## src/ppu_pkg.sv

```systemverilog
package ppu_pkg;

  // Byte width of one color or alpha channel.
  localparam int unsigned CHAN_W = 8;

  // Width of a packed palette word and of one channel product.
  localparam int unsigned WORD_W = 4 * CHAN_W;
  localparam int unsigned PROD_W = 2 * CHAN_W;

  // Default palette size and queue depth.
  localparam int unsigned PALETTE_ENTRIES_DEF = 256;
  localparam int unsigned QUEUE_DEPTH_DEF = 4;

  // Group geometry for the block swap.
  localparam int unsigned GROUP_W = 5;
  localparam logic [GROUP_W-1:0] HOLD_FIRST = 5'd8;
  localparam logic [GROUP_W-1:0] HOLD_END = 5'd16;
  localparam logic [GROUP_W-1:0] DRAIN_PLACE = 5'd23;

  // Held block of eight entries.
  localparam int unsigned HELD_DEPTH = 8;
  localparam int unsigned SLOT_W = $clog2(HELD_DEPTH);

  // Alpha expansion threshold and full scale.
  localparam logic [CHAN_W-1:0] ALPHA_OPAQUE = 8'h80;
  localparam logic [CHAN_W-1:0] CHAN_MAX = 8'hFF;

  // What the back end does with a queued word.
  typedef enum logic [1:0] {
    KIND_PASS  = 2'd0,
    KIND_HOLD  = 2'd1,
    KIND_DRAIN = 2'd2
  } cmd_kind_t;

  // One result word in emitted byte order, first byte lowest.
  typedef struct packed {
    logic [CHAN_W-1:0] alpha;
    logic [CHAN_W-1:0] third;
    logic [CHAN_W-1:0] second;
    logic [CHAN_W-1:0] first;
  } pixel_t;

  // Entry of the queue between front and back.
  typedef struct packed {
    cmd_kind_t         kind;
    logic [SLOT_W-1:0] slot;
    pixel_t            word;
  } cmd_t;

  // Source alpha of 0x80 or more is opaque, smaller values are doubled.
  function automatic logic [CHAN_W-1:0] expand_alpha(input logic [CHAN_W-1:0] a);
    logic [CHAN_W-1:0] res;
    if (a >= ALPHA_OPAQUE) begin
      res = CHAN_MAX;
    end else begin
      res = {a[CHAN_W-2:0], 1'b0};
    end
    return res;
  endfunction

  // Floor of a channel product divided by 255. The estimate is exact or
  // one short, so a single compare and increment corrects it.
  function automatic logic [CHAN_W-1:0] div_full_scale(input logic [PROD_W-1:0] x);
    logic [PROD_W-1:0] sum;
    logic [CHAN_W-1:0] est;
    logic [PROD_W-1:0] back;
    logic [PROD_W-1:0] rem;
    logic [CHAN_W-1:0] res;
    sum  = x + (x >> CHAN_W);
    est  = sum[PROD_W-1:CHAN_W];
    back = {est, {CHAN_W{1'b0}}} - {{CHAN_W{1'b0}}, est};
    rem  = x - back;
    if (rem >= {{CHAN_W{1'b0}}, CHAN_MAX}) begin
      res = est + 1'b1;
    end else begin
      res = est;
    end
    return res;
  endfunction

endpackage

```

## src/ppu_channels.sv

```systemverilog
// Incoming palette entry channel.
interface ppu_entry_if;
  logic       valid;
  logic       ready;
  logic [7:0] in_red;
  logic [7:0] in_green;
  logic [7:0] in_blue;
  logic [7:0] in_alpha;

  modport source (output valid, output in_red, output in_green, output in_blue,
                  output in_alpha, input ready);
  modport sink (input valid, input in_red, input in_green, input in_blue,
                input in_alpha, output ready);
endinterface

// Outgoing premultiplied word channel.
interface ppu_result_if;
  logic       valid;
  logic       ready;
  logic [7:0] out_first;
  logic [7:0] out_second;
  logic [7:0] out_third;
  logic [7:0] out_alpha;
  logic       run_last;

  modport source (output valid, output out_first, output out_second,
                  output out_third, output out_alpha, output run_last, input ready);
  modport sink (input valid, input out_first, input out_second, input out_third,
                input out_alpha, input run_last, output ready);
endinterface

```

## src/ppu_front.sv

```systemverilog
module ppu_front #(
  parameter int unsigned PALETTE_ENTRIES = ppu_pkg::PALETTE_ENTRIES_DEF
) (
  input  logic          clk,
  input  logic          rst,
  input  logic          enable,
  ppu_entry_if.sink     entry,
  output logic          push_valid,
  input  logic          push_ready,
  output ppu_pkg::cmd_t push_data
);
  import ppu_pkg::*;

  localparam int unsigned POS_W = $clog2(PALETTE_ENTRIES);
  localparam logic [POS_W-1:0] POS_LAST = POS_W'(PALETTE_ENTRIES - 1);

  logic [POS_W-1:0]   pos;
  logic [GROUP_W-1:0] place;
  logic               accept;
  logic [CHAN_W-1:0]  alpha_x;
  cmd_kind_t          kind_now;

  // Product stage between the multipliers and the divide correction.
  logic              stg_valid;
  cmd_kind_t         stg_kind;
  logic [SLOT_W-1:0] stg_slot;
  logic [CHAN_W-1:0] stg_alpha;
  logic [PROD_W-1:0] prod_b;
  logic [PROD_W-1:0] prod_g;
  logic [PROD_W-1:0] prod_r;

  assign entry.ready = !stg_valid || push_ready;
  assign accept      = entry.valid && entry.ready;
  assign place       = pos[GROUP_W-1:0];
  assign alpha_x     = expand_alpha(entry.in_alpha);

  // Classify the entry by its place in the 32-entry group.
  always_comb begin
    kind_now = KIND_PASS;
    if (enable && place >= HOLD_FIRST && place < HOLD_END) begin
      kind_now = KIND_HOLD;
    end else if (enable && place == DRAIN_PLACE) begin
      kind_now = KIND_DRAIN;
    end
  end

  // Palette position, wrapping after the last entry.
  always_ff @(posedge clk) begin
    if (rst) begin
      pos <= '0;
    end else if (accept) begin
      if (pos == POS_LAST) begin
        pos <= '0;
      end else begin
        pos <= pos + 1'b1;
      end
    end
  end

  always_ff @(posedge clk) begin
    if (rst) begin
      stg_valid <= 1'b0;
    end else if (entry.ready) begin
      stg_valid <= entry.valid;
    end
  end

  // The three channel products are registered before the divide.
  always_ff @(posedge clk) begin
    if (accept) begin
      stg_kind  <= kind_now;
      stg_slot  <= place[SLOT_W-1:0];
      stg_alpha <= alpha_x;
      prod_b    <= PROD_W'(entry.in_blue) * PROD_W'(alpha_x);
      prod_g    <= PROD_W'(entry.in_green) * PROD_W'(alpha_x);
      prod_r    <= PROD_W'(entry.in_red) * PROD_W'(alpha_x);
    end
  end

  // Finish the premultiply and hand the word to the queue.
  assign push_valid          = stg_valid;
  assign push_data.kind      = stg_kind;
  assign push_data.slot      = stg_slot;
  assign push_data.word.first  = div_full_scale(prod_b);
  assign push_data.word.second = div_full_scale(prod_g);
  assign push_data.word.third  = div_full_scale(prod_r);
  assign push_data.word.alpha  = stg_alpha;

endmodule

```

## src/ppu_queue.sv

```systemverilog
module ppu_queue #(
  parameter int unsigned DEPTH = ppu_pkg::QUEUE_DEPTH_DEF
) (
  input  logic          clk,
  input  logic          rst,
  input  logic          push_valid,
  output logic          push_ready,
  input  ppu_pkg::cmd_t push_data,
  output logic          pop_valid,
  input  logic          pop_ready,
  output ppu_pkg::cmd_t pop_data
);
  import ppu_pkg::*;

  localparam int unsigned PTR_W = (DEPTH > 1) ? $clog2(DEPTH) : 1;
  localparam int unsigned CNT_W = $clog2(DEPTH + 1);
  localparam logic [PTR_W-1:0] PTR_LAST = PTR_W'(DEPTH - 1);
  localparam logic [CNT_W-1:0] CNT_FULL = CNT_W'(DEPTH);

  cmd_t             slots [DEPTH];
  logic [PTR_W-1:0] wr_ptr;
  logic [PTR_W-1:0] rd_ptr;
  logic [CNT_W-1:0] count;
  logic             push;
  logic             pop;

  assign push_ready = (count != CNT_FULL);
  assign pop_valid  = (count != '0);
  assign push       = push_valid && push_ready;
  assign pop        = pop_valid && pop_ready;
  assign pop_data   = slots[rd_ptr];

  // Pointers and fill count.
  always_ff @(posedge clk) begin
    if (rst) begin
      wr_ptr <= '0;
      rd_ptr <= '0;
      count  <= '0;
    end else begin
      if (push) begin
        wr_ptr <= (wr_ptr == PTR_LAST) ? '0 : wr_ptr + 1'b1;
      end
      if (pop) begin
        rd_ptr <= (rd_ptr == PTR_LAST) ? '0 : rd_ptr + 1'b1;
      end
      if (push && !pop) begin
        count <= count + 1'b1;
      end else if (pop && !push) begin
        count <= count - 1'b1;
      end
    end
  end

  always_ff @(posedge clk) begin
    if (push) begin
      slots[wr_ptr] <= push_data;
    end
  end

endmodule

```

## src/ppu_back.sv

```systemverilog
module ppu_back (
  input  logic          clk,
  input  logic          rst,
  input  logic          pop_valid,
  output logic          pop_ready,
  input  ppu_pkg::cmd_t pop_data,
  ppu_result_if.source  result
);
  import ppu_pkg::*;

  typedef enum logic [1:0] {
    ST_RUN   = 2'b01,
    ST_DRAIN = 2'b10
  } back_state_t;

  localparam logic [SLOT_W-1:0] SLOT_LAST = SLOT_W'(HELD_DEPTH - 1);

  back_state_t       state;
  back_state_t       state_next;
  logic [SLOT_W-1:0] cnt;
  logic [SLOT_W-1:0] cnt_next;
  pixel_t            held [HELD_DEPTH];
  logic              hold_we;
  logic              can_load;
  logic              load;
  pixel_t            load_word;
  logic              load_last;
  logic              ov;
  pixel_t            out_word;
  logic              out_last;

  assign can_load = !ov || result.ready;

  // Sequencer: pass words on, store held ones, and replay the held block.
  always_comb begin
    pop_ready  = 1'b0;
    hold_we    = 1'b0;
    load       = 1'b0;
    load_word  = pop_data.word;
    load_last  = 1'b0;
    state_next = state;
    cnt_next   = cnt;
    case (state)
      ST_RUN: begin
        if (pop_valid) begin
          case (pop_data.kind)
            KIND_HOLD: begin
              pop_ready = 1'b1;
              hold_we   = 1'b1;
            end
            KIND_PASS: begin
              if (can_load) begin
                pop_ready = 1'b1;
                load      = 1'b1;
                load_last = 1'b1;
              end
            end
            KIND_DRAIN: begin
              if (can_load) begin
                pop_ready  = 1'b1;
                load       = 1'b1;
                cnt_next   = '0;
                state_next = ST_DRAIN;
              end
            end
            default: begin
              pop_ready = 1'b1;
            end
          endcase
        end
      end
      ST_DRAIN: begin
        if (can_load) begin
          load      = 1'b1;
          load_word = held[cnt];
          load_last = (cnt == SLOT_LAST);
          cnt_next  = cnt + 1'b1;
          if (cnt == SLOT_LAST) begin
            state_next = ST_RUN;
          end
        end
      end
      default: begin
        state_next = ST_RUN;
      end
    endcase
  end

  always_ff @(posedge clk) begin
    if (rst) begin
      state <= ST_RUN;
      cnt   <= '0;
    end else begin
      state <= state_next;
      cnt   <= cnt_next;
    end
  end

  // Held block store.
  always_ff @(posedge clk) begin
    if (hold_we) begin
      held[pop_data.slot] <= pop_data.word;
    end
  end

  // Output register.
  always_ff @(posedge clk) begin
    if (rst) begin
      ov <= 1'b0;
    end else if (load) begin
      ov <= 1'b1;
    end else if (result.ready) begin
      ov <= 1'b0;
    end
  end

  always_ff @(posedge clk) begin
    if (load) begin
      out_word <= load_word;
      out_last <= load_last;
    end
  end

  assign result.valid      = ov;
  assign result.out_first  = out_word.first;
  assign result.out_second = out_word.second;
  assign result.out_third  = out_word.third;
  assign result.out_alpha  = out_word.alpha;
  assign result.run_last   = out_last;

  // An output word is always pending while the block replays.
  a_drain_has_word: assert property (@(posedge clk) disable iff (rst)
    state == ST_DRAIN |-> ov)
    else $error("drain state without a pending output word");

  // A drain starts only from a drain word taken off the queue.
  a_drain_entry: assert property (@(posedge clk) disable iff (rst)
    $rose(state == ST_DRAIN) |-> $past(pop_valid && pop_ready && pop_data.kind == KIND_DRAIN))
    else $error("drain started without a drain word");

  // No word marked last is shown while the replay is still running.
  a_drain_not_last: assert property (@(posedge clk) disable iff (rst)
    state == ST_DRAIN |-> !(result.valid && result.run_last))
    else $error("last marker before the end of a drain");

endmodule

```

## src/palette_premultiply_unswizzle.sv

```systemverilog
// Palette alpha premultiply with optional block unswizzle.
//
// Palette entries arrive on the entry channel as red, green, blue and alpha
// bytes; results leave on the result channel as premultiplied blue, green,
// red and expanded alpha, with run_last on the last word caused by an entry.
// Both channels move one word on a clock edge where valid and ready are high.
// The unswizzle register sits at address 0 of the APB port and is to be written
// only while the block is idle; the block itself does not enforce this.
//
// The channel products are registered on the edge that takes the entry, the
// divide correction is then written into the queue, and the output register is
// loaded from the queue. Entries are taken one per cycle until the queue and
// product stage fill. With unswizzle on, entries 8 to 15 of each group give no
// word and entry 23 gives nine words, one at a time through the single output
// register; the queue lets the front go on taking entries during that replay
// until it fills.
//
// Reset clears the palette position, the register, the queue and the output
// register; the held block is undefined until written. When the receiver
// stalls, the output word holds, the queue fills and then entry ready drops.
module palette_premultiply_unswizzle #(
  parameter int unsigned PALETTE_ENTRIES = ppu_pkg::PALETTE_ENTRIES_DEF,
  parameter int unsigned QUEUE_DEPTH = ppu_pkg::QUEUE_DEPTH_DEF
) (
  input  logic         clk,
  input  logic         rst,
  input  logic         psel,
  input  logic         penable,
  input  logic         pwrite,
  input  logic [2:0]   paddr,
  input  logic [31:0]  pwdata,
  output logic [31:0]  prdata,
  output logic         pready,
  ppu_entry_if.sink    entry,
  ppu_result_if.source result
);
  import ppu_pkg::*;

  localparam logic REG_UNSWIZZLE = 1'b0;

  logic unswizzle_enable;
  logic push_valid;
  logic push_ready;
  cmd_t push_data;
  logic pop_valid;
  logic pop_ready;
  cmd_t pop_data;

  // Configuration register.
  assign pready = 1'b1;

  always_ff @(posedge clk) begin
    if (rst) begin
      unswizzle_enable <= 1'b0;
    end else if (psel && penable && pwrite && pready && paddr[2] == REG_UNSWIZZLE) begin
      unswizzle_enable <= pwdata[0];
    end
  end

  always_comb begin
    prdata = '0;
    if (paddr[2] == REG_UNSWIZZLE) begin
      prdata[0] = unswizzle_enable;
    end
  end

  ppu_front #(
    .PALETTE_ENTRIES(PALETTE_ENTRIES)
  ) u_front (
    .clk       (clk),
    .rst       (rst),
    .enable    (unswizzle_enable),
    .entry     (entry),
    .push_valid(push_valid),
    .push_ready(push_ready),
    .push_data (push_data)
  );

  ppu_queue #(
    .DEPTH(QUEUE_DEPTH)
  ) u_queue (
    .clk       (clk),
    .rst       (rst),
    .push_valid(push_valid),
    .push_ready(push_ready),
    .push_data (push_data),
    .pop_valid (pop_valid),
    .pop_ready (pop_ready),
    .pop_data  (pop_data)
  );

  ppu_back u_back (
    .clk      (clk),
    .rst      (rst),
    .pop_valid(pop_valid),
    .pop_ready(pop_ready),
    .pop_data (pop_data),
    .result   (result)
  );

endmodule
```

## src/flat_wrapper.sv

```systemverilog
// flat-port wrapper written by rule: the top's interface ports become plain ports
module palette_premultiply_unswizzle_flat import ppu_pkg::*;
#(
  parameter int unsigned PALETTE_ENTRIES = ppu_pkg::PALETTE_ENTRIES_DEF,
  parameter int unsigned QUEUE_DEPTH = ppu_pkg::QUEUE_DEPTH_DEF
)
  (clk, rst, psel, penable, pwrite, paddr, pwdata, prdata, pready, entry_valid, entry_in_red, entry_in_green, entry_in_blue, entry_in_alpha, entry_ready, result_valid, result_out_first, result_out_second, result_out_third, result_out_alpha, result_run_last, result_ready);
  ppu_entry_if entry_i ();
  ppu_result_if result_i ();
  input  logic clk;
  input  logic rst;
  input  logic psel;
  input  logic penable;
  input  logic pwrite;
  input  logic [2:0] paddr;
  input  logic [31:0] pwdata;
  output logic [31:0] prdata;
  output logic pready;
  input wire logic [$bits(entry_i.valid)-1:0] entry_valid;
  input wire logic [$bits(entry_i.in_red)-1:0] entry_in_red;
  input wire logic [$bits(entry_i.in_green)-1:0] entry_in_green;
  input wire logic [$bits(entry_i.in_blue)-1:0] entry_in_blue;
  input wire logic [$bits(entry_i.in_alpha)-1:0] entry_in_alpha;
  output wire logic [$bits(entry_i.ready)-1:0] entry_ready;
  output wire logic [$bits(result_i.valid)-1:0] result_valid;
  output wire logic [$bits(result_i.out_first)-1:0] result_out_first;
  output wire logic [$bits(result_i.out_second)-1:0] result_out_second;
  output wire logic [$bits(result_i.out_third)-1:0] result_out_third;
  output wire logic [$bits(result_i.out_alpha)-1:0] result_out_alpha;
  output wire logic [$bits(result_i.run_last)-1:0] result_run_last;
  input wire logic [$bits(result_i.ready)-1:0] result_ready;
  assign entry_i.valid = entry_valid;
  assign entry_i.in_red = entry_in_red;
  assign entry_i.in_green = entry_in_green;
  assign entry_i.in_blue = entry_in_blue;
  assign entry_i.in_alpha = entry_in_alpha;
  assign entry_ready = entry_i.ready;
  assign result_valid = result_i.valid;
  assign result_out_first = result_i.out_first;
  assign result_out_second = result_i.out_second;
  assign result_out_third = result_i.out_third;
  assign result_out_alpha = result_i.out_alpha;
  assign result_run_last = result_i.run_last;
  assign result_i.ready = result_ready;
  palette_premultiply_unswizzle #(.PALETTE_ENTRIES(PALETTE_ENTRIES), .QUEUE_DEPTH(QUEUE_DEPTH)) u_core (.clk(clk), .rst(rst), .psel(psel), .penable(penable), .pwrite(pwrite), .paddr(paddr), .pwdata(pwdata), .prdata(prdata), .pready(pready), .entry(entry_i), .result(result_i));
endmodule
```

## config.mk

```make
export PLATFORM = sky130hd
export DESIGN_NAME = palette_premultiply_unswizzle_flat
export DESIGN_NICKNAME = d
export VERILOG_FILES = /design/src/ppu_pkg.sv /design/src/ppu_channels.sv /design/src/ppu_front.sv /design/src/ppu_queue.sv /design/src/ppu_back.sv /design/src/palette_premultiply_unswizzle.sv /design/src/flat_wrapper.sv
export SDC_FILE = /design/constraint.sdc
export NUM_CORES = 1
export LEC_CHECK = 0
export BUFFER_PORTS_ARGS = -buffer_cell sky130_fd_sc_hd__buf_4
export CORE_UTILIZATION = 56
export DETAILED_ROUTE_END_ITERATION = 6
export PLACE_DENSITY_LB_ADDON = 0.3
export SLEW_MARGIN = 20
export SYNTH_ARGS = -nofsm -noshare
export SYNTH_HDL_FRONTEND = slang
export SYNTH_SLANG_ARGS = --single-unit
```

## constraint.sdc

```tcl
create_clock -name clk -period 4.9 [get_ports clk]
set_input_delay 0.49 -clock clk [delete_from_list [all_inputs] [get_ports clk]]
set_output_delay 0.49 -clock clk [all_outputs]
set_load 0.01 [all_outputs]
```

* After elaboration in Yosys (flattened, before gate mapping)
Memory sizes are Yosys's and may differ from the RTL's. A register that Yosys moved wholly into a read port is not among the register bits. Index checks and enable logic that the tools add are counted.
Storage, ports and cells: word-level logic and storage cells 138, RAM bits 404, register bits after elaboration 117, memories 2
Cells by class: reductions and logical operators 25, bitwise operators 1, add/subtract/negate cells 18, muxes and demuxes 48, order comparisons 6, multiply operators 3, equal/unequal tests 15
Memory list:
- u_core.u_back.held | words 8, bits a word 32, rd ports 1, clocked after memory_dff 1, wr ports 1, line ppu_back.sv:22 | pixel_t held [HELD_DEPTH];
- u_core.u_queue.slots | words 4, bits a word 37, rd ports 1, clocked after memory_dff 1, wr ports 1, line ppu_queue.sv:20 | cmd_t slots [DEPTH];
Operator list (count):
- $mux W32 | 2
- $add A16 B8 Y16 | 3
- $ge A16 B8 Y1 const B | 3
- $mul A8 B8 Y16 | 3
- $sub A16 B16 Y16 | 3
- $sub A16 B8 Y16 | 3
- $mux W8 | 5
- $add A8 B1 Y8 const B | 4
- $mux W3 | 8
- $mux W2 | 10
- $mux W1 | 19
- $logic_and A1 B1 Y1 | 11
- $reduce_and A5 Y1 | 2
- $eq A2 B2 Y1 const B | 4
- $eq A8 B8 Y1 const B | 1
- $ge A8 B8 Y1 const B | 1
- $add A3 B1 Y3 const B | 2
- $ne A2 B2 Y1 const B | 3
- $pmux W3 S2 | 1
- $reduce_bool A2 Y1 | 3
- $eq A5 B5 Y1 const B | 1
- $ge A5 B4 Y1 const B | 1
- $lt A5 B5 Y1 const B | 1
- $add A2 B1 Y2 const B | 2
- 13 further kinds | 20

* Depth between registers and ports, before layout
Gate-level depths: netlist of run 1.
depth in word-level cells 10, depth in mapped cells 21, mapped depth without buffers 21

* Cells and area by module
Synthesis of run 1 repeated with hierarchy kept, for this count alone.
Second synthesis, totals: cell total of the unflattened synthesis 2230, area, all modules 30182.7 µm²
By module, submodules not included:
- ppu_front | instances 1, area each 12594.6 µm², seq. area each 2011.9 µm², cells an instance 1411
- ppu_back | instances 1, area each 11471.0 µm², seq. area each 8858.5 µm², cells an instance 538
- ppu_queue | instances 1, area each 5808.1 µm², seq. area each 4624.4 µm², cells an instance 241
- palette_premultiply_unswizzle | instances 1, area each 309.0 µm², seq. area each 20.0 µm², cells an instance 40

* Worst setup path before layout of run 1
No wires, ideal clock.
kind reg2reg, from reg u_core.u_front.prod_r[13], to mem u_core.u_queue.slots[0][17] (netlist bit), data pin, slack -348 ps, period minus slack after synthesis 5248 ps, arrival time 4984 ps, library setup time 264 ps, stages on the path, launching flop included 20, cells stage by stage edfxtp_1 > ha_1 > a2111oi_0 > nand2_1 > o22a_1 > and3_1 > and2_1 > ha_1 > inv_1 > ha_1 > inv_1 > ha_1 > o21ai_0 > a21oi_1 > or4_1 > a41oi_1 > o311ai_1 > or4_4 > nor4_4 > mux2_4
RTL lines:
- start, declared | line ppu_front.sv:30 | logic [PROD_W-1:0] prod_r;
- start signal, assigned | line ppu_front.sv:76 | prod_r <= PROD_W'(entry.in_red) * PROD_W'(alpha_x);
- end, declared | line ppu_queue.sv:20

==> impl_results.md, run 1 <==
- Status: finished, violations left
- Failing checks: setup timing
- Final hold violation count: 0
- Final worst setup slack: -0.1677 ns
- H-tree depth: 2
- Std cell rows: 84
- Internal Power: 15.61 mW
- Clock network fraction of total power: 0.151
- Sw Pwr: 9.772 mW
- Final hold slack: 0.1569 ns
- Dpl ws: -0.3966 ns
- Finished Cell Area: 34890 µm²
- Fraction of layout cells with a size suffix above 1: 0.2322
- Final WL: 59240 µm
- P&R area growth vs syn: 16.74%
- Reg2Reg Depth: 21
- Congestion Overflow GR: 0
- VDD IR max: 395.1 µV
- Pwr dens: 727.7 nW/µm²
- Initial Util: 0.5675
- Worst slew margin: 0.3082
- Die area: 54290 µm²
- Nets@finish: 2895
- Final core occ: 0.6625
- YS warnings: 0
- Highest Clock Rate: 197.3 MHz
- Global Route Usage Sum: 0.2233
- Setup Crit Path Kind: reg2reg
- Ports: 142
- Final worst path period need: 5.068 ns
- Sequential Power Share: 0.271
- Worst r2r dst: u_core.u_queue.slots[2][17]
- Post-DP HPWL: 40550 µm
- RD Place Congestion: 0.8488
- Multi-input gate area: 13940 µm²
- Critical path endpoint: u_core.u_queue.slots[2][17]
- Clk_lat worst skew: 0.59 ns
- Switching Share: 0.3849
- Root Driver: clkbuf_16
- Routed len/inst: 18.42 µm
- Hold_buf cts: 0
- Worst path required time: 5.21 ns
- Top FF cell, synth: edfxtp_1
- Syn_area_per_cell: 13.33 µm²
- First-pass GRT wire length: 95650 µm
- Max-slew violations: 0
- Placed cell count: 3098
- Die X: 233 µm
- RSZ-0062 raised after global routing: true
- Die height: 233 µm
- Comb power frac: 0.577
- Crit path max fanout: 5
- Vias: 18230
- Fill count: 3633
- # DRC: 0
- Clk buf depth: 3
- Starting DRT DRC Count: 935
- Initial antenna violation count: 0
- Period utilization: 1.034
- DP Area: 32370 µm²
- CP endpoint kind: flop
- Final setup viols: 31
- CTS tree: yes
- Launch point of the worst reg-to-reg path: u_core.u_front.prod_r[5]
- Post-route ant nets: 0
- Vias/cell: 5.669
- Via count of the first global-routing pass: 18835
- CTS Sinks: 526
- Synthesized instance count: 2241
- Ant diodes: 0
- Number of port buffers: 76
- Pin count of the biggest net entering global routing: 67
- Mapped cell area: 29880 µm²
- Unique masters post-synth: 78
- R2R Setup Slk: -0.17 ns
- MaxCap Viol Count: 0
- Drt pass-1 iters: 5
- Synth Register Bits: 526
- Worst Setup SP: u_core.u_front.prod_r[5]
- Post-synth EDFFs: 498
- Finished Layout Cells: 3216
- Num CTS Buffers: 49
- Critical path launch point type: flop
- Critical path data arrival time: 5.38 ns
- Worst Hold Class: in2reg
- Fin Clk Skew: 0.02935 ns
- Reg area: 15520 µm²
- Leakage power: 13.64 nW
- Worst slew pin tran: 1.038 ns
- Seq/Total Area, Yosys: 0.5192
- Clk pin slew, worst setup/hold paths: 0.06 ns
- Core ar.: 52660 µm²
- Asr flop ratio synth: 0
## synthesized netlist by cell type (3+ instances only)
library cell	number	area, µm²
xnor2_1	84	735.7
nor3_1	23	115.1
mux2i_1	43	430.4
inv_1	237	889.6
o21a_1	9	67.56
and2_1	106	663.1
xor2_1	26	227.7
o21bai_1	3	22.52
ha_1	224	2803
buf_1	13	48.80
a21o_1	16	120.1
nand3b_1	3	22.52
nor2b_1	18	112.6
clkbuf_1	54	202.7
o211a_1	3	30.03
nand2b_1	25	156.4
or3_1	9	56.30
a211oi_2	3	37.54
and4_1	3	26.28
nor4_1	6	37.54
edfxtp_1	498	14950
a21oi_1	102	510.5
a2111oi_0	3	26.28
mux4_2	101	2275
and3_1	15	93.84
nand2_1	155	581.8
o31ai_1	5	37.54
nor3b_1	3	22.52
buf_4	32	240.2
nand4_1	21	131.4
nand3_1	17	85.08
dfxtp_1	28	560.5
or2_2	13	81.33
o211ai_1	5	37.54
fa_1	109	2182
nor2_1	112	420.4
a31oi_1	7	43.79
a211oi_1	5	37.54
o21ai_0	40	200.2
a2bb2oi_1	3	26.28
o2111ai_1	6	52.55
or4_1	4	30.03
a21boi_0	7	52.55
## cell type report
class                   count  area share
clock inverters            37     0.01105
flip-flops and latches    526      0.4449
well taps                 688     0.02468
multi-input cells        1410      0.3995
inverters                 237     0.02572
repair buffers            264     0.05810
clock buffers              54     0.03597
## routing by layer
layer,GRT usage,part of all wire,vias to the layer above
met5,0,0,-
met4,0.05372,0.019,0
met3,0.02181,0.039,93
met2,0.4141,0.53,420
met1,0.2794,0.41,9196
li1,-,-,8521
## critical path: stages, from the launching register on
cell	delay [ns]
edfxtp_1	0.43
ha_4	0.28
a2111oi_4	0.29
nand2_1	0.09
o22a_2	0.26
and3_4	0.17
and2_4	0.14
ha_4	0.27
inv_4	0.04
ha_4	0.25
inv_2	0.04
ha_4	0.25
buf_6	0.12
o211ai_1	0.12
o211ai_1	0.15
a211oi_2	0.30
nor2_1	0.11
mux2i_1	0.13
or4_4	0.54
nor4_4	0.28
buf_4	0.22
mux2_4	0.33
## worst min-delay path by stage
stage | from | end | cells after the start
detailed placement | u_core.u_back.cnt[1] | flop | 2
CTS | entry_valid | u_core.u_front.push_valid | 3
global route | pwdata[0] | u_core.unswizzle_enable | 3
floorplan | u_core.u_front.pos[1] | u_core.u_front.stg_slot[1] | 0
finish | entry_valid | u_core.u_front.push_valid | 3
global placement | u_core.u_front.stg_alpha[6] | u_core.u_queue.slots[2][30] | 0
## per-stage QoR
stage	TNS [ns]	total power [mW]
4_1_cts	-3.194	24.50
2_1_floorplan	0	15.80
3_3_place_gp	-6.968	19.36
3_5_place_dp	-19.13	19.94
6_report	-2.677	25.39
5_1_grt	-12.51	27.19
## sequential cells by signal, indices dropped and copies added, names as in the netlist, 16 cells and up, named ones only
name                   flops
u_core.u_back.held       256
u_core.u_queue.slots     148
u_core.u_front.prod_b     16
u_core.u_front.prod_g     16
u_core.u_front.prod_r     16
## kinds of logic after synthesis
kind of cell    count (synthesis)  share of synthesized area
buf+inv                       336                    0.04623
other cells                     2                  0.0002513
flops                         526                     0.5192
simple gates                  542                    0.09161
xor+xnor                      110                    0.03224
fa+ha+maj                     333                     0.1668
compound gates                246                    0.05226
mux                           146                    0.09140
## what timing repair did
item,CTS,global route
hold endpoints to repair,0,0
endpoints found under the setup margin,92,96
buffers inserted,11,16
pin swaps,23,55
gates cloned,1,1
resized for setup,41,81
## power groups by stage
| stage | Clock, mW | Sequential (mW) | Combinational [mW] |
|---|---|---|---|
| 2_1_floorplan | 0 | 6.95 | 8.85 |
| 3_3_place_gp | 0 | 6.92 | 12.4 |
| 3_5_place_dp | 0 | 6.97 | 13.0 |
| 4_1_cts | 3.91 | 6.88 | 13.7 |
| 5_1_grt | 4.07 | 6.94 | 16.2 |
| 6_report | 3.85 | 6.88 | 14.7 |
## placed cells by master, fill, tap and decap left out, drive strengths merged, types with 9 or more instances in the layout
| master | instances |
|---|---|
| a21o | 16 |
| a21oi | 103 |
| and2 | 106 |
| and3 | 15 |
| buf | 264 |
| clkbuf | 54 |
| clkinv | 26 |
| conb | 32 |
| dfxtp | 28 |
| edfxtp | 498 |
| fa | 109 |
| ha | 224 |
| inv | 238 |
| mux2i | 43 |
| mux4 | 101 |
| nand2 | 155 |
| nand2b | 25 |
| nand3 | 17 |
| nand4 | 23 |
| nor2 | 112 |
| nor2b | 18 |
| nor3 | 23 |
| o21a | 9 |
| o21ai | 41 |
| or2 | 13 |
| or3 | 9 |
| xnor2 | 84 |
| xor2 | 26 |
(Power assumes the default switching activity.)
==> run 2, diff against run 1 <==
--- a/config.mk
+++ b/config.mk
@@ -6,6 +6,7 @@
 export NUM_CORES = 1
 export LEC_CHECK = 0
 export BUFFER_PORTS_ARGS = -buffer_cell sky130_fd_sc_hd__buf_4
+export CORE_MARGIN = 3
 export CORE_UTILIZATION = 56
 export DETAILED_ROUTE_END_ITERATION = 6
 export PLACE_DENSITY_LB_ADDON = 0.3
==> run 2 against run 1 <==
Compared with the run above:
- the flow still finishes with violations (setup timing)
- design area about the same
- sequential power about the same
- total power up 0.91%
- wire length up 3.1%
- non-clock buffer count up 1
- count of clock-buffer cells in the layout up 16
- combinational power about the same
- clock skew down 0.0084 ns
- critical path depth up 1
- highest routed layer unchanged
==> impl_results.md, run 2 (synthesis gave the netlist of run 1 again) <==
- Root Driver: clkbuf_16
- Number of port buffers: 76 (unchanged)
- Failing checks: setup timing
- Finished Cell Area: 34910 µm² (about the same)
- Reg2Reg Depth: 22 (+4.8%)
- Highest Clock Rate: 199.9 MHz (+1.3%)
- Post-route ant nets: 0 (unchanged)
- Worst r2r dst: u_core.u_queue.slots[0][19]
- Critical path's slowest cell: or4_4
- DP Area: 32380 µm² (about the same)
- Via count of the first global-routing pass: 19029 (+1.0%)
- Num CTS Buffers: 50 (+2.0%)
- Routed len/inst: 18.98 µm (+3.0%)
- Worst Hold Class: in2reg
- VDD IR max: 419.4 µV (+6.1%)
- Final worst path period need: 5.003 ns (-0.06518 ns)
- Worst path required time: 5.26 ns (+0.05 ns)
- Leakage power: 13.62 nW (about the same)
- Max reg flops: 256 (unchanged)
- Largest reg by FF count: u_core.u_back.held
- Commonest non-fill, non-tap cell in the layout: edfxtp_1
- Worst slew pin tran: 1.050 ns (+0.01208 ns)
- Pin count of the biggest net entering global routing: 66 (-1.5%)
- Commonest non-fill, non-tap cells in the layout: edfxtp_1 (498), buf_4 (255), inv_1 (226)
- Die area: 56170 µm² (+3.5%)
- CP dominant cell by count: ha_4
- Fraction of layout cells with a size suffix above 1: 0.2329 (+0.0006990)
- Worst slew margin: 0.3001 (-0.008051)
- CTS Sinks: 526 (unchanged)
- Clk pin slew, worst setup/hold paths: 0.06 ns (about the same)
- Congestion Overflow GR: 0 (unchanged)
- RD Place Congestion: 0.8510 (+0.26%)
- Critical path launch point type: flop
- Nets@finish: 2896 (+0.035%)
- R2R Setup Slk: -0.10 ns (+0.07 ns)
- Launch point of the worst reg-to-reg path: u_core.u_front.prod_r[13]
- Period utilization: 1.021 (-0.01330)
- Critical path endpoint: u_core.u_queue.slots[0][19]
- RSZ-0062 raised after global routing: true
- Std cell rows: 84 (unchanged)
- MaxCap Viol Count: 0 (unchanged)
- Initial antenna violation count: 0 (unchanged)
- Worst Setup SP: u_core.u_front.prod_r[13]
- Final setup viols: 25 (-19%)
- CP bufs+invs: 4 (unchanged)
- Ant diodes: 0 (unchanged)
- Die X: 237 µm (+1.7%)
- Initial Util: 0.5675 (unchanged)
- P&R area growth vs syn: 16.83% (about the same)
- Max-slew violations: 0 (unchanged)
- Pwr dens: 733.7 nW/µm² (+0.83%)
- Die height: 237 µm (+1.7%)
- CP endpoint kind: flop
- Ports: 142 (unchanged)
- Post-DP HPWL: 41320 µm (+1.9%)
- Final core occ: 0.6630 (about the same)
- CTS tree: yes
- Status: finished, violations left
- Setup Crit Path Kind: reg2reg
- Critical path data arrival time: 5.36 ns (-0.02 ns)
- Starting DRT DRC Count: 964 (+3.1%)
- Final WL: 61060 µm (+3.1%)
- Final hold violation count: 0 (unchanged)
- Crit path max fanout: 7 (+2)
- Worst-path cell chain: ha_4 > a2111oi_4 > nand2_1 > o22a_1 > and3_4 > and2_4 > ha_4 > inv_4 > ha_4 > inv_2 > ha_4 > o211ai_1 > o211ai_1 > a211oi_2 > buf_4 > nor2_2 > mux2i_1 > or4_4 > nor4_4 > buf_6 > nor3_1 > xnor2_1
- Vias: 18189 (-0.22%)
- First-pass GRT wire length: 97640 µm (+2.1%)
- # DRC: 0 (unchanged)
- Drt pass-1 iters: 5 (unchanged)
- Top flop regs: u_core.u_back.held x256, u_core.u_queue.slots x148
- Core ar.: 52660 µm² (unchanged)
- Clk_lat worst skew: 0.59 ns (about the same)
- CP Depth: 22 (+4.8%)
- H-tree depth: 2 (unchanged)
- Final worst setup slack: -0.1025 ns (+0.06518 ns)
- Kind of cell adding the most delay to the critical path: simple AND/OR/NAND/NOR gates
- Clk buf depth: 3 (unchanged)
- Slowest stage delay, CP: 0.44 ns (-0.10 ns)
- Fin Clk Skew: 0.02093 ns (-0.008424 ns)
- Global Route Usage Sum: 0.2155 (-0.007848)
- Vias/cell: 5.654 (-0.26%)
## run 2: cell types whose count changed in the layout (fill, tap and decap cells not counted), moves of 3 or more
| cell | change |
|---|---|
| clkinv_1 | -8 |
| xnor2_2 | -3 |
| o21ai_2 | +3 |
| ha_4 | +3 |
| bufinv_16 | -3 |
| clkinvlp_4 | -3 |
| inv_1 | -3 |
| clkbuf_1 | +13 |
| inv_2 | +4 |
## run 2: what timing repair did
item                                    4_1_cts  5_1_grt
setup buffers                                12       15
resized for setup                            45       82
gates cloned                                  0        1
endpoints found under the setup margin       92       96
pin swaps                                    32       47
hold buffers                                  0        0
## run 2: final cells by class
type | instances | area, µm²
multi-input combinational | 1409 | 13970
sequential | 526 | 15520
clock inverter | 22 | 244.0
timing repair buffer | 265 | 2047
tap | 688 | 860.8
fill | 3679 | 17740
clock buffer | 70 | 1368
inverter | 237 | 894.6
## run 2: worst min path at each step
stage | start | to | slack, ns | cells past startpoint
6_report | pwdata[0] | u_core.unswizzle_enable | 0.14 | 3
2_1_floorplan | u_core.u_front.pos[1] | u_core.u_front.stg_slot[1] | 0.46 | 0
5_1_grt | entry_valid | u_core.u_front.push_valid | 0.16 | 3
3_3_place_gp | u_core.u_front.pos[7] | u_core.u_front.pos[7] | 0.47 | 2
4_1_cts | pwdata[0] | u_core.unswizzle_enable | 0.11 | 3
3_5_place_dp | u_core.u_front.pos[7] | u_core.u_front.pos[7] | 0.47 | 2
## run 2: tightest hold or removal path, cell delays in order
cell	delay (ns)
buf_4	0.08
mux2i_1	0.05
nor2_1	0.07
## run 2: stage by stage
step	setup TNS, ns	std cells	power [mW]	setup slack [ns]	hold WS, ns
6_report	-1.514	3217	25.62	-0.1025	0.1420
2_1_floorplan	0	2271	15.80	0.005465	0.4565
3_3_place_gp	-6.391	3098	19.47	-0.1338	0.4656
5_1_grt	-12.60	3217	27.47	-0.2774	0.1561
4_1_cts	-1.605	3201	24.67	-0.1135	0.1119
3_5_place_dp	-17.58	3098	20.05	-0.3592	0.4745
## run 2: metal layers
metal	part of all wire	global-route usage	up-vias
li1	-	-	8513
met2	0.54	0.3923	376
met5	0	0	-
met3	0.036	0.02632	99
met1	0.41	0.2744	9201
met4	0.020	0.05443	0
## run 2: report_power, final
| group | switching, mW | total [mW] | internal [mW] |
|---|---|---|---|
| registers | 0.297 | 6.87 | 6.57 |
| logic | 8.00 | 14.9 | 6.94 |
| clock network | 1.64 | 3.81 | 2.17 |
==> run 3, diff against run 2 <==
==> constraint.sdc (replaced) <==
create_clock -name clk -period 4.9 [get_ports clk]
set_input_delay 0.98 -clock clk [delete_from_list [all_inputs] [get_ports clk]]
set_output_delay 0.98 -clock clk [all_outputs]
set_load 0.01 [all_outputs]
==> run 3 against run 2 <==
Compared with the run above:
- the flow still finishes with violations (setup timing)
- wire length up 0.32%
- clock power up 8.4%
- die area unchanged
- maximum frequency down 0.15%
- total power up 3.3%
- register-to-register slack about the same
- global-route usage up 0.46 points
- first-iteration DRC count up 30%
- largest cell class unchanged
- largest power group unchanged
==> impl_results.md, run 3 (synthesis gave the netlist of run 1 again) <==
- Reg area: 15520 µm² (about the same)
- Worst slew pin tran: 1.041 ns (-0.008702 ns)
- Congestion Overflow GR: 0 (unchanged)
- Starting DRT DRC Count: 1256 (+30%)
- Final worst setup slack: -0.1099 ns (-0.007337 ns)
- Routed len/inst: 18.75 µm (-1.2%)
- Global Route Usage Sum: 0.2200 (+0.004551)
- Post-route ant nets: 0 (unchanged)
- Total Neg Setup Slack: -1.780 ns (-0.2662 ns)
- Pin count of the biggest net entering global routing: 66 (unchanged)
- Ports: 142 (unchanged)
- Worst Hold Class: reg2reg
- Pwr dens: 740.8 nW/µm² (+0.97%)
- Via count of the first global-routing pass: 19337 (+1.6%)
- Core ar.: 52660 µm² (unchanged)
- Worst slew margin: 0.3059 (+0.005802)
- Initial Util: 0.5675 (unchanged)
- Nets@finish: 2942 (+1.6%)
- VDD IR max: 499.4 µV (+19%)
- # DRC: 0 (unchanged)
- Fin Clk Skew: 0.03500 ns (+0.01408 ns)
- R2R Setup Slk: -0.11 ns (about the same)
- Finished Cell Area: 35700 µm² (+2.3%)
- MaxCap Viol Count: 0 (unchanged)
- First-pass GRT wire length: 100100 µm (+2.5%)
- Max-slew violations: 0 (unchanged)
- Tot Pwr: 26.45 mW (+3.3%)
- Drt pass-1 iters: 7 (+2)
- CTS Sinks: 526 (unchanged)
- Hold_buf cts: 0 (unchanged)
- RSZ-0062 raised after global routing: true
- Ant diodes: 0 (unchanged)
- Clk buf depth: 3 (unchanged)
- CP dominant cell by count: ha_4
- Number of port buffers: 76 (unchanged)
- Clk_lat worst skew: 0.61 ns (+0.02 ns)
- Fraction of layout cells with a size suffix above 1: 0.2653 (+0.03242)
- RD Place Congestion: 0.8908 (+4.7%)
- Status: finished, violations left
- Worst path required time: 5.25 ns (about the same)
- Critical path's slowest cell: or4_4
- Period utilization: 1.022 (+0.001497)
- CP endpoint kind: flop
- Commonest non-fill, non-tap cells in the layout: edfxtp_1 (498), buf_4 (294), inv_1 (226)
- CTS tree: yes
- Vias/cell: 5.639 (-0.26%)
- Critical path data arrival time: 5.36 ns (about the same)
- P&R area growth vs syn: 19.48%
- Final setup viols: 24 (-4.0%)
- Setup Crit Path Kind: reg2reg
- Die height: 237 µm (unchanged)
- H-tree depth: 2 (unchanged)
- Multi-input gate area: 14200 µm² (+1.6%)
- Crit path max fanout: 6 (-1)
- Initial antenna violation count: 0 (unchanged)
- Post-DP HPWL: 41360 µm (+0.12%)
- Std cell rows: 84 (unchanged)
- Dpl ws: -0.5933 ns (-0.2342 ns)
- Clk pin slew, worst setup/hold paths: 0.06 ns (about the same)
- Slowest stage delay, CP: 0.53 ns (+0.09 ns)
- Num CTS Buffers: 52 (+4.0%)
- Die X: 237 µm (unchanged)
- Fill count: 3598 (-2.2%)
- Final WL: 61250 µm (+0.32%)
- DP Area: 32810 µm² (+1.3%)
- Final core occ: 0.6781 (+0.01506)
- Largest reg by FF count: u_core.u_back.held
- Max reg flops: 256 (unchanged)
- Worst-path cell chain: ha_4 > a2111oi_4 > nand2_1 > o22a_2 > and3_4 > and2_4 > ha_4 > inv_4 > ha_4 > inv_2 > ha_4 > buf_6 > o211ai_1 > o211ai_1 > a211oi_2 > a2bb2oi_2 > nor2_1 > or4_4 > nor4_4 > buf_6 > mux2_4
- Root Driver: clkbuf_16
- Die area: 56170 µm² (unchanged)
- Leakage power: 13.99 nW (+2.7%)
- Final worst path period need: 5.010 ns (+0.007337 ns)
- Top flop regs: u_core.u_back.held x256, u_core.u_queue.slots x148
- Commonest non-fill, non-tap cell in the layout: edfxtp_1
- Highest Clock Rate: 199.6 MHz (-0.15%)
- Critical path launch point type: flop
- Failing checks: setup timing
- Vias: 18418 (+1.3%)
- Final hold violation count: 0 (unchanged)
==> run 3: routing by layer <==
layer / wire length [µm] / GRT usage / vias up
met4: 1243 / 0.05498 / 0
met5: 0 / 0 / -
met3: 2966 / 0.03098 / 103
li1: - / - / 8603
met2: 31250 / 0.3807 / 494
met1: 25800 / 0.2957 / 9218
==> run 3: final timing paths <==
check,cells after the start,from,end
worst min-delay path,0,u_core.u_front.stg_slot[1],u_core.u_queue.slots[1][33]
worst max register to register,21,u_core.u_front.prod_r[5],u_core.u_queue.slots[0][17]
worst min register to register,0,u_core.u_front.stg_slot[1],u_core.u_queue.slots[1][33]
worst max-delay path,21,u_core.u_front.prod_r[5],u_core.u_queue.slots[0][17]
==> run 3: area by class of cell <==
cell class,instances,share of cell area
Clock buffer,62,0.03897
Clock inverter,35,0.01163
Inverter,237,0.02513
Multi-Input combinational cell,1409,0.3976
Sequential cell,526,0.4348
Tap cell,688,0.02411
Timing Repair Buffer,309,0.06777
==> run 3: what timing repair did <==
action	in CTS	in global routing
resized for setup	53	111
buffers inserted	15	12
pin swaps	30	70
setup endpoints to repair	96	105
==> run 3: per-stage QoR <==
stage                     instances  hold WS, ns
after CTS                      3254       0.4838
after floorplan                2271       0.4565
after detailed placement       3145       0.4766
final                          3266       0.4850
after global placement         3145       0.4661
after global routing           3266       0.5109
==> run 3: report_power, final <==
part | leakage (nW) | switching, mW | internal [mW] | total (mW)
clock | 0.888 | 1.71 | 2.42 | 4.13
sequential | 4.77 | 0.354 | 6.57 | 6.93
combinational | 8.33 | 8.08 | 7.32 | 15.4
==> run 3: worst max-delay path: cells and delay by family, from the launching register on <==
| family | cells | cell delay, ns |
|---|---|---|
| flops | 1 | 0.44 |
| compound gates | 6 | 1.38 |
| mux | 1 | 0.33 |
| simple gates | 6 | 1.20 |
| fa+ha+maj | 4 | 1.02 |
| buf+inv | 4 | 0.39 |
